$ cat config.mk
export PLATFORM = sky130hd
export DESIGN_NAME = polyphase_fir_branch_top
export DESIGN_NICKNAME = d
export VERILOG_FILES = /design/src/rtl/pfb_pkg.sv /design/src/rtl/pfb_mac.sv /design/src/rtl/polyphase_fir_branch_top.sv
export SDC_FILE = /design/constraint.sdc
export NUM_CORES = 2
export LEC_CHECK = 0
export ABC_CLOCK_PERIOD_IN_PS = 9020
export BUFFER_PORTS_ARGS = -buffer_cell sky130_fd_sc_hd__buf_4
export CORE_ASPECT_RATIO = 1.75
export CORE_MARGIN = 4
export CORE_UTILIZATION = 50
export CTS_CLUSTER_DIAMETER = 80
export DETAILED_ROUTE_END_ITERATION = 16
export PLACE_DENSITY = 0.65
export SYNTH_ARGS = -nofsm -noshare
export SYNTH_HDL_FRONTEND = slang
export SYNTH_SLANG_ARGS = --single-unit
$ cat constraint.sdc
create_clock -name clk -period 9.02 [get_ports clk]
set_input_delay 0.902 -clock clk [delete_from_list [all_inputs] [get_ports clk]]
set_output_delay 0.902 -clock clk [all_outputs]
set_load 0.05 [all_outputs]
$ cat src/rtl/pfb_pkg.sv
// ----------------------------------------------------------------------------
// pfb_pkg
// Shared types, constants and the fixed coefficient table of the polyphase
// FIR branch.
// ----------------------------------------------------------------------------
package pfb_pkg;

    localparam int CoefDepth = 31;
    localparam int CoefIdxW  = 8;
    localparam int CoefW     = 17;
    localparam int SampleW   = 16;
    localparam int AccW      = 32;   // result only needs sum bits 31..16

    typedef enum logic [1:0] {
        ST_IDLE,
        ST_RUN,
        ST_DRAIN,
        ST_DONE
    } pfb_state_t;

    // Sequencer to datapath control
    typedef struct packed {
        logic wr_en;     // write new sample into the ring
        logic rd_en;     // issue one ring read / one MAC step
        logic rd_ok;     // ring entry has been written since reset
        logic rd_last;   // final term of this word
        logic acc_clr;   // start of a new word
    } pfb_ctl_t;

    function automatic logic signed [CoefW-1:0] coef_at(input logic [CoefIdxW-1:0] idx);
        logic signed [CoefW-1:0] c;
        begin
            case (idx)
                8'd0:    c = -17'sd145;
                8'd1:    c = -17'sd12;
                8'd2:    c = 17'sd193;
                8'd3:    c = -17'sd414;
                8'd4:    c = 17'sd504;
                8'd5:    c = -17'sd272;
                8'd6:    c = -17'sd359;
                8'd7:    c = 17'sd1229;
                8'd8:    c = -17'sd1913;
                8'd9:    c = 17'sd1831;
                8'd10:   c = -17'sd496;
                8'd11:   c = -17'sd2220;
                8'd12:   c = 17'sd5923;
                8'd13:   c = -17'sd9747;
                8'd14:   c = 17'sd12631;
                8'd15:   c = 17'sd51832;
                8'd16:   c = 17'sd12631;
                8'd17:   c = -17'sd9747;
                8'd18:   c = 17'sd5923;
                8'd19:   c = -17'sd2220;
                8'd20:   c = -17'sd496;
                8'd21:   c = 17'sd1831;
                8'd22:   c = -17'sd1913;
                8'd23:   c = 17'sd1229;
                8'd24:   c = -17'sd359;
                8'd25:   c = -17'sd272;
                8'd26:   c = 17'sd504;
                8'd27:   c = -17'sd414;
                8'd28:   c = 17'sd193;
                8'd29:   c = -17'sd12;
                8'd30:   c = -17'sd145;
                default: c = '0;  // taps beyond the table
            endcase
            return c;
        end
    endfunction

endpackage

$ cat src/rtl/pfb_mac.sv
// ----------------------------------------------------------------------------
// pfb_mac
// Sample ring memory and the multiply-accumulate pipeline: registered read,
// coefficient lookup and multiply, then accumulate.
// ----------------------------------------------------------------------------
module pfb_mac
    import pfb_pkg::*;
#(
    parameter int TAPS = 31,
    parameter int AW   = $clog2(TAPS)
)
(
    input  logic                      clk,
    input  logic                      rst_n,
    input  pfb_ctl_t                  ctl,
    input  logic [AW-1:0]             wr_addr,
    input  logic signed [SampleW-1:0] wr_data,
    input  logic [AW-1:0]             rd_addr,
    input  logic [AW-1:0]             rd_tap,
    output logic                      done,
    output logic [AccW-1:0]           acc
);

    logic signed [SampleW-1:0] ring_mem [TAPS];
    logic signed [SampleW-1:0] rdata_reg;

    logic          s1_valid_reg;
    logic          s1_ok_reg;
    logic          s1_last_reg;
    logic [AW-1:0] s1_tap_reg;

    logic                 s2_valid_reg;
    logic                 s2_last_reg;
    logic [AccW-1:0]      prod_reg;
    logic [AccW-1:0]      prod_next;
    logic [AccW-1:0]      acc_reg;

    logic signed [CoefW-1:0]   coef;
    logic signed [SampleW-1:0] smp;

    always_ff @(posedge clk)
    begin
        if (ctl.wr_en)
        begin
            ring_mem[wr_addr] <= wr_data;
        end
        if (ctl.rd_en)
        begin
            rdata_reg <= ring_mem[rd_addr];
        end
    end

    always_ff @(posedge clk or negedge rst_n)
    begin
        if (!rst_n)
        begin
            s1_valid_reg <= 1'b0;
            s2_valid_reg <= 1'b0;
        end
        else
        begin
            s1_valid_reg <= ctl.rd_en;
            s2_valid_reg <= s1_valid_reg;
        end
    end

    always_ff @(posedge clk)
    begin
        s1_ok_reg   <= ctl.rd_ok;
        s1_last_reg <= ctl.rd_last;
        s1_tap_reg  <= rd_tap;
        s2_last_reg <= s1_last_reg;
        prod_reg    <= prod_next;
    end

    // never-written ring entries read as zero
    always_comb
    begin
        coef      = coef_at(CoefIdxW'(s1_tap_reg));
        smp       = s1_ok_reg ? rdata_reg : '0;
        prod_next = AccW'(coef * smp);
    end

    // sum kept modulo 2^32: bits 31..16 are all the result uses
    always_ff @(posedge clk)
    begin
        if (ctl.acc_clr)
        begin
            acc_reg <= '0;
        end
        else if (s2_valid_reg)
        begin
            acc_reg <= acc_reg + prod_reg;
        end
    end

    assign done = s2_valid_reg && s2_last_reg;
    assign acc  = acc_reg;

endmodule

$ cat src/rtl/polyphase_fir_branch_top.sv
// ----------------------------------------------------------------------------
// polyphase_fir_branch_top
// One branch of a polyphase FIR filter with fixed coefficients.
// ----------------------------------------------------------------------------
// Input word: phase and sample_in, taken when in_valid is high and in_stall
// low. The sample goes into a TAPS-entry ring memory; then the sequencer
// reads the ring one entry per cycle, newest first, against coefficients
// phase, phase+2, ... and the MAC pipeline sums the products.
// Output word: sample_out = bits 31..16 of the sum (wraps, no saturation),
// held in an output register with out_valid until out_stall is low.
// Terms: N = ceil((TAPS - phase) / 2) per word. After the last read the
// MAC pipeline drains; out_valid rises when the sum is loaded into the
// output register, and the next input word is taken only after that load.
// The single ring read port limits the walk to one term per cycle.
// in_stall is high while a word is in work. A stalled output word holds;
// the next word may be computed meanwhile, and its result waits in the
// accumulator, with the sequencer in ST_DONE, until the output register frees.
// Reset: ring reads as all zeros (a fill count masks unwritten entries),
// write position zero, no output word pending.
// ----------------------------------------------------------------------------
module polyphase_fir_branch_top
    import pfb_pkg::*;
#(
    parameter int TAPS = 31
)
(
    input  logic                      clk,
    input  logic                      rst_n,
    input  logic                      in_valid,
    output logic                      in_stall,
    input  logic                      phase,
    input  logic signed [SampleW-1:0] sample_in,
    output logic                      out_valid,
    input  logic                      out_stall,
    output logic signed [SampleW-1:0] sample_out
);

    localparam int AW = $clog2(TAPS);
    localparam int FW = $clog2(TAPS + 1);

    pfb_state_t state_reg;
    pfb_state_t state_next;

    logic [AW-1:0] wp_reg;
    logic [FW-1:0] fill_reg;
    logic [AW-1:0] rd_addr_reg;
    logic [AW-1:0] tap_reg;

    logic                      out_valid_reg;
    logic signed [SampleW-1:0] out_data_reg;

    logic       accept;
    logic       issue;
    logic       load_out;
    logic       last_term;
    logic       out_free;
    logic       done;
    logic [AccW-1:0] acc;
    pfb_ctl_t   ctl;

    assign accept    = in_valid && !in_stall;
    assign out_free  = !out_valid_reg || !out_stall;
    assign last_term = ({1'b0, tap_reg} + (AW+1)'(2)) >= (AW+1)'(TAPS);

    // next state
    always_comb
    begin
        state_next = state_reg;
        case (state_reg)
            ST_IDLE:
            begin
                if (in_valid)
                begin
                    state_next = ST_RUN;
                end
            end
            ST_RUN:
            begin
                if (last_term)
                begin
                    state_next = ST_DRAIN;
                end
            end
            ST_DRAIN:
            begin
                if (done)
                begin
                    state_next = ST_DONE;
                end
            end
            ST_DONE:
            begin
                if (out_free)
                begin
                    state_next = ST_IDLE;
                end
            end
            default:
            begin
                state_next = ST_IDLE;
            end
        endcase
    end

    // state outputs
    always_comb
    begin
        in_stall = 1'b1;
        issue    = 1'b0;
        load_out = 1'b0;
        case (state_reg)
            ST_IDLE:  in_stall = 1'b0;
            ST_RUN:   issue    = 1'b1;
            ST_DRAIN: issue    = 1'b0;
            ST_DONE:  load_out = out_free;
            default:  in_stall = 1'b1;
        endcase
    end

    always_comb
    begin
        ctl.wr_en   = accept;
        ctl.acc_clr = accept;
        ctl.rd_en   = issue;
        ctl.rd_ok   = FW'(rd_addr_reg) < fill_reg;
        ctl.rd_last = last_term;
    end

    always_ff @(posedge clk or negedge rst_n)
    begin
        if (!rst_n)
        begin
            state_reg     <= ST_IDLE;
            wp_reg        <= '0;
            fill_reg      <= '0;
            out_valid_reg <= 1'b0;
        end
        else
        begin
            state_reg <= state_next;
            if (accept)
            begin
                wp_reg <= (wp_reg == AW'(TAPS - 1)) ? '0 : wp_reg + 1'b1;
                if (fill_reg != FW'(TAPS))
                begin
                    fill_reg <= fill_reg + 1'b1;
                end
            end
            if (load_out)
            begin
                out_valid_reg <= 1'b1;
            end
            else if (out_valid_reg && !out_stall)
            begin
                out_valid_reg <= 1'b0;
            end
        end
    end

    // read walk: newest sample first, stepping back with wrap
    always_ff @(posedge clk)
    begin
        if (accept)
        begin
            rd_addr_reg <= wp_reg;
            tap_reg     <= AW'(phase);
        end
        else if (issue)
        begin
            rd_addr_reg <= (rd_addr_reg == '0) ? AW'(TAPS - 1) : rd_addr_reg - 1'b1;
            tap_reg     <= tap_reg + AW'(2);
        end
        if (load_out)
        begin
            out_data_reg <= acc[2*SampleW-1:SampleW];
        end
    end

    pfb_mac #(
        .TAPS (TAPS),
        .AW   (AW)
    ) u_mac (
        .clk     (clk),
        .rst_n   (rst_n),
        .ctl     (ctl),
        .wr_addr (wp_reg),
        .wr_data (sample_in),
        .rd_addr (rd_addr_reg),
        .rd_tap  (tap_reg),
        .done    (done),
        .acc     (acc)
    );

    assign out_valid  = out_valid_reg;
    assign sample_out = out_data_reg;

endmodule
# Word level (Yosys, flattened, before mapping)
# Memories as Yosys holds them, arrays and structs flattened. A register that Yosys moved wholly into a read port is not among the register bits.
# Index checks and enable logic that the tools add are counted.
# totals
regBits	108
mem_bits_rw	496
mem_bits_ro	544
inputBits	21
word_cells	66
mem_count	2
# classes
addsub	6
multipliers	1
order_cmp	2
eq_ne	9
n_mux	19
n_reduce_logical	12
# memory_table
name	depth	word_bits	read_ports	rd_clocked_by_memory_dff	write_ports	line_no	rtl
(name not given)	32	17	1	1	0	pfb_pkg.sv:33	case (idx)
u_mac.ring_mem	31	16	1	1	1	pfb_mac.sv:24	logic signed [SampleW-1:0] ring_mem [TAPS];
# ops
operator	n
adder 32 bit	1
multiplier 17 x 16 -> 32 bit	1
2-to-1 mux 5 bit	4
2-to-1 mux 16 bit	1
adder 5 x 1 -> 5 bit, second input constant	2
2-to-1 mux 1 bit	9
2-to-1 mux 2 bit	4
inequality test 2 bit, second input constant	4
one-hot mux 2 bit (4 select lines)	1
adder 5 x 2 -> 6 bit, second input constant	1
greater-or-equal comparator 6 x 5 -> 1 bit, second input constant	1
adder 5 x 2 -> 5 bit, second input constant	1
equality test 5 bit, second input constant	1
logical NOT 5 bit	1
< comparator 5 bit	1
inequality test 5 bit, second input constant	1
subtractor 5 x 1 -> 5 bit, second input constant	1
equality test 2 bit, second input constant	2
AND reduction 4 bit	1
nonzero test 2 bit	2
logical AND 1 bit	3
equality test 2 x 1 -> 1 bit, second input constant	1
logical NOT 1 bit	2
logical NOT 2 bit	1
other kinds (2)	2

# Depth between registers and ports, before layout
# logic_depth
word_depth	4
mapped_depth	25
ltp_nobuf	23

# Hierarchy
# Synthesis repeated with hierarchy kept, for this count alone.
# hier_totals
cells_unflattened	2623
hier_area_um2	36178.4
# modules_own_cells
module	n_inst	cells_each	area_per_inst_um2	seq_area_each_um2
pfb_mac	1	2477	34390.5	17086.4
polyphase_fir_branch_top	1	146	1788.0	1066.0

# Least setup slack after synthesis
# Ideal clock, no wire load.
# synth_path
path_kind	flip-flop to flip-flop
startpoint	register u_mac.s1_ok_reg
endpoint	register u_mac.prod_reg[31]
arrival_time_ns	6.159
path_slack_ns	2.789
path_stages_with_launch	26
synth_period_minus_slack_ns	6.231
cell_sequence	dfxtp_1 clkbuf_1 and2_1 clkbuf_1 nand2_1 fa_1 inv_1 fa_1 inv_1 fa_1 inv_1 fa_1 fa_1 inv_1 fa_1 inv_1 ha_1 a211o_1 a211oi_1 a21boi_1 or3_1 a21oi_1 o221ai_1 o21ai_0 a21oi_1 xnor2_1
# synth_via
elab_chain_len	2
# synth_rtl
element	line_no	rtl
start: declaration	pfb_mac.sv:28	logic s1_ok_reg;
start signal: assignment	pfb_mac.sv:69	s1_ok_reg <= ctl.rd_ok;
2-to-1 mux 16 bit	pfb_mac.sv:80	smp = s1_ok_reg ? rdata_reg : '0;
multiplier 17 x 16 -> 32 bit	pfb_mac.sv:81	prod_next = AccW'(coef * smp);
via u_mac.prod_next[31]	pfb_mac.sv:35	logic [AccW-1:0] prod_next;
end signal: assignment	pfb_mac.sv:73	prod_reg <= prod_next;
end: declaration	pfb_mac.sv:34	logic [AccW-1:0] prod_reg;
# The timed path passes the listed nets, and every way through them passes these cells.
# A chain may end at the register's enable or synchronous reset.

# Final worst setup path
# Same ends and word-level chain as after synthesis.

==> results.md <==
* Synth warn at 0
* IO Count at 39
* Endpoints failing setup at 0
* CTS tree: yes
* Most common cell after layout, fill and taps aside: edfxtp_1
* Minimum clock period at 7.089 ns
* CP cell instances: and2_0 > nand2_1 > fa_1 > inv_1 > fa_1 > inv_1 > fa_1 > inv_1 > fa_1 > fa_1 > inv_1 > fa_1 > inv_1 > ha_1 > a211o_1 > a211oi_1 > a21boi_1 > or3_1 > a21oi_1 > o221ai_1 > o21ai_0 > a21oi_1 > xnor2_1
* Fin Setup TNS at 0 ns
* RSZ-0062 raised after global routing: false
* CTS Sinks at 636
* GRT overflow at 0
* Place WS at 1.966 ns
* # DRC at 0
* Gp weighted congestion at 0.9217
* Pre-antenna DRT Iters at 7
* Post-synth ARST share at about 2.4%
* Cell Count, Final, Fillers Out at 3601
* Max-cap viol count at 0
* CP most frequent cell: fa_1
* Top_reg_cell synth: edfxtp_1
* Yosys top cell area share at 44.55%
* Vias per cell at between 5 and 6
* Number of synthesized flops with an enable pin at around 530
* Final ANT Viol Nets at 0
* Post-Syn Area at 35990 µm²
* FP Rows at 129
* Sequential element share of the synthesized area at 50.44%
* Leading area contributor after synthesis: edfxtp_1
* Synth top area cells: edfxtp_1 (45%), fa_1 (15%), mux4_2 (9.1%), ha_1 (4.9%), dfxtp_1 (4.8%)
* Worst skew pair latency at ~0.64 ns
* Chip Width at roughly 210 µm
* Post-Place Cells at 3492
* Vert. Die Dim at 362.9 µm
* Initial antenna violation count at 0
* Family with the most delay on the worst path: adder cells
* Outcome: finished, final reports clean
* Setup Skew at approximately 0.022 ns
* CTS max path bufs at 3
* CP endpoint kind: register
* Maximum fanout along the worst path at 32
* Fin nets at 3066
* Post-Synthesis Cells at 2608
* Wire per inst at 23.55 µm
* Avg Inst Size Synth at around 14 µm²
* Worst slew pin tran at 1.091 ns
* CP peak stage delay at 0.66 ns
* Routed WL at 84.80 mm
* Maximum clock rate at 141.1 MHz
* Slew Viols, Final at 0
* Final setup margin at about 1.9 ns
* Hold Path Class: in -> async
* Total CTS buffers at between 50 and 60
* Antenna Cells at 0
* Critical path type: reg -> reg
* Worst path buffer plus inverter count at 5
* Critical path's slowest cell: and2_0
* Largest net degree at the start of global routing at 148
* Max transition margin at 27.27%
* GRT Total Usage at 22.45%
* Max FFs per register at 496
* Initial detailed-routing violation count at about 1400
* WP data arrival at ~7.6 ns
* Syn_nets at 3039
* Area grow syn2layout at 9.202%
* Final hold viol count at 0
* Resized cells post-CTS at 0
* Worst setup SP type: register
* Post-CTS Setup Bufs at 0
* Full die area at 76510 µm²
* Synthesized flop and latch total at 636
* First-pass GRT wire length at 131.4 mm
* Root Driver: clkbuf_16
* Vias in the first global route at about 23000
* Synth cell types at 78
* # hold bufs at CTS at 0
* Starting density of the core at 50.68%
* Worst Path Required at ~9.6 ns
* Via count at 20770
* Share of layout cells above drive strength 1 at a little over an eighth
* Leading cell types in the layout, fill and taps excluded: edfxtp_1 (534), inv_1 (333), fa_1 (270), nand2_1 (198), mux4_2 (146)
* Fin crit share at 78.59%
* CTS clk-pin slew, worst paths at 0.07 ns
* HPWL Detailed at around 60 mm
* Core area at between 70000 and 80000 µm²
* IO buf count at 38
* H-tree depth at 2
==> cell usage after synthesis (3+ instances only) <==
library cell	n
nor3b_1	3
edfxtp_1	534
nor2b_1	7
a21oi_1	81
o21ai_0	72
nand3_1	35
nor3_1	10
xor2_1	21
nand2_1	198
dfxtp_1	87
mux4_2	146
a21o_1	23
dfrtp_1	15
mux2i_1	42
o211ai_1	9
a21boi_0	3
a32oi_1	5
a31oi_1	9
or3_1	4
and2_1	11
inv_1	333
o21a_1	5
nand2b_1	8
nor2_1	131
o31ai_1	3
a211oi_1	12
ha_1	140
fa_1	270
xnor2_1	53
mux2_2	17
nand4_1	7
nand3b_1	4
or2_2	7
and3_1	130
buf_2	11
buf_1	11
o21bai_1	6
clkbuf_1	94
==> final cells by class <==
| class | count | area [µm²] |
|---|---|---|
| well taps | 917 | 1147 |
| multi-input cells | 1520 | 16120 |
| flip-flops and latches | 636 | 18150 |
| fillers | 5725 | 31720 |
| clock buffers | 79 | 1613 |
| clock inverters | 30 | 349.1 |
| inverters | 334 | 1254 |
| repair buffers | 85 | 663.1 |
==> metrics by stage <==
step | hold slack, ns | cell area [µm²] | util, %
floorplan | 0.3096 | 35990 | -
global placement | 0.3116 | 37340 | 52.58
detailed placement | 0.3143 | 37340 | 52.58
CTS | 0.08829 | 39300 | 55.34
global route | 0.1100 | 39300 | 55.34
finish | 0.1197 | 39300 | 55.34
==> worst reg2reg max path: cells and delay by family, from the launching register on <==
kind	cells	cell delay (ns)
AOI/OAI and AO/OA	7	1.52
xor gates and xnor gates	1	0.14
adders and majority gates	7	3.37
buffers and inverters	5	0.28
DFF	1	0.65
and+or+nand+nor	3	1.03
==> per-layer routing <==
layer / GRT usage, % / vias up / share of wire (%)
li1: - / 9263 / -
met1: 23.72 / 10780 / 34
met2: 43.82 / 530 / 57
met3: 2.264 / 197 / 3.2
met4: 10.98 / 0 / 5.7
met5: 0 / - / 0
==> cells by family after synthesis <==
kind of cell	count (synthesis)	synth area share (%)
flops	636	50.44
simple gates	567	7.516
buf+inv	452	4.784
fa+ha+maj	410	19.89
compound gates	264	4.742
mux	205	10.84
xor+xnor	74	1.801
==> worst paths after layout <==
| check | from | to | slack [ns] | cells past startpoint |
|---|---|---|---|---|
| worst max-delay path | u_mac.s1_ok_reg | u_mac.prod_reg[31] | 1.93 | 23 |
| worst min-delay path | rst_n | fill_reg[4] | 0.12 | 1 |
| worst max register to register | u_mac.s1_ok_reg | u_mac.prod_reg[31] | 1.93 | 23 |
| worst min register to register | u_mac.s1_last_reg | u_mac.s2_last_reg | 0.32 | 0 |
| max in group asynchronous | rst_n | u_mac.s2_valid_reg | 8.68 | 1 |
| min in group clk | u_mac.s1_last_reg | u_mac.s2_last_reg | 0.32 | 0 |
Power is left out: the tool's default activity adds up to more than one toggle a clock period on the data nets, which glitch-free logic cannot reach.
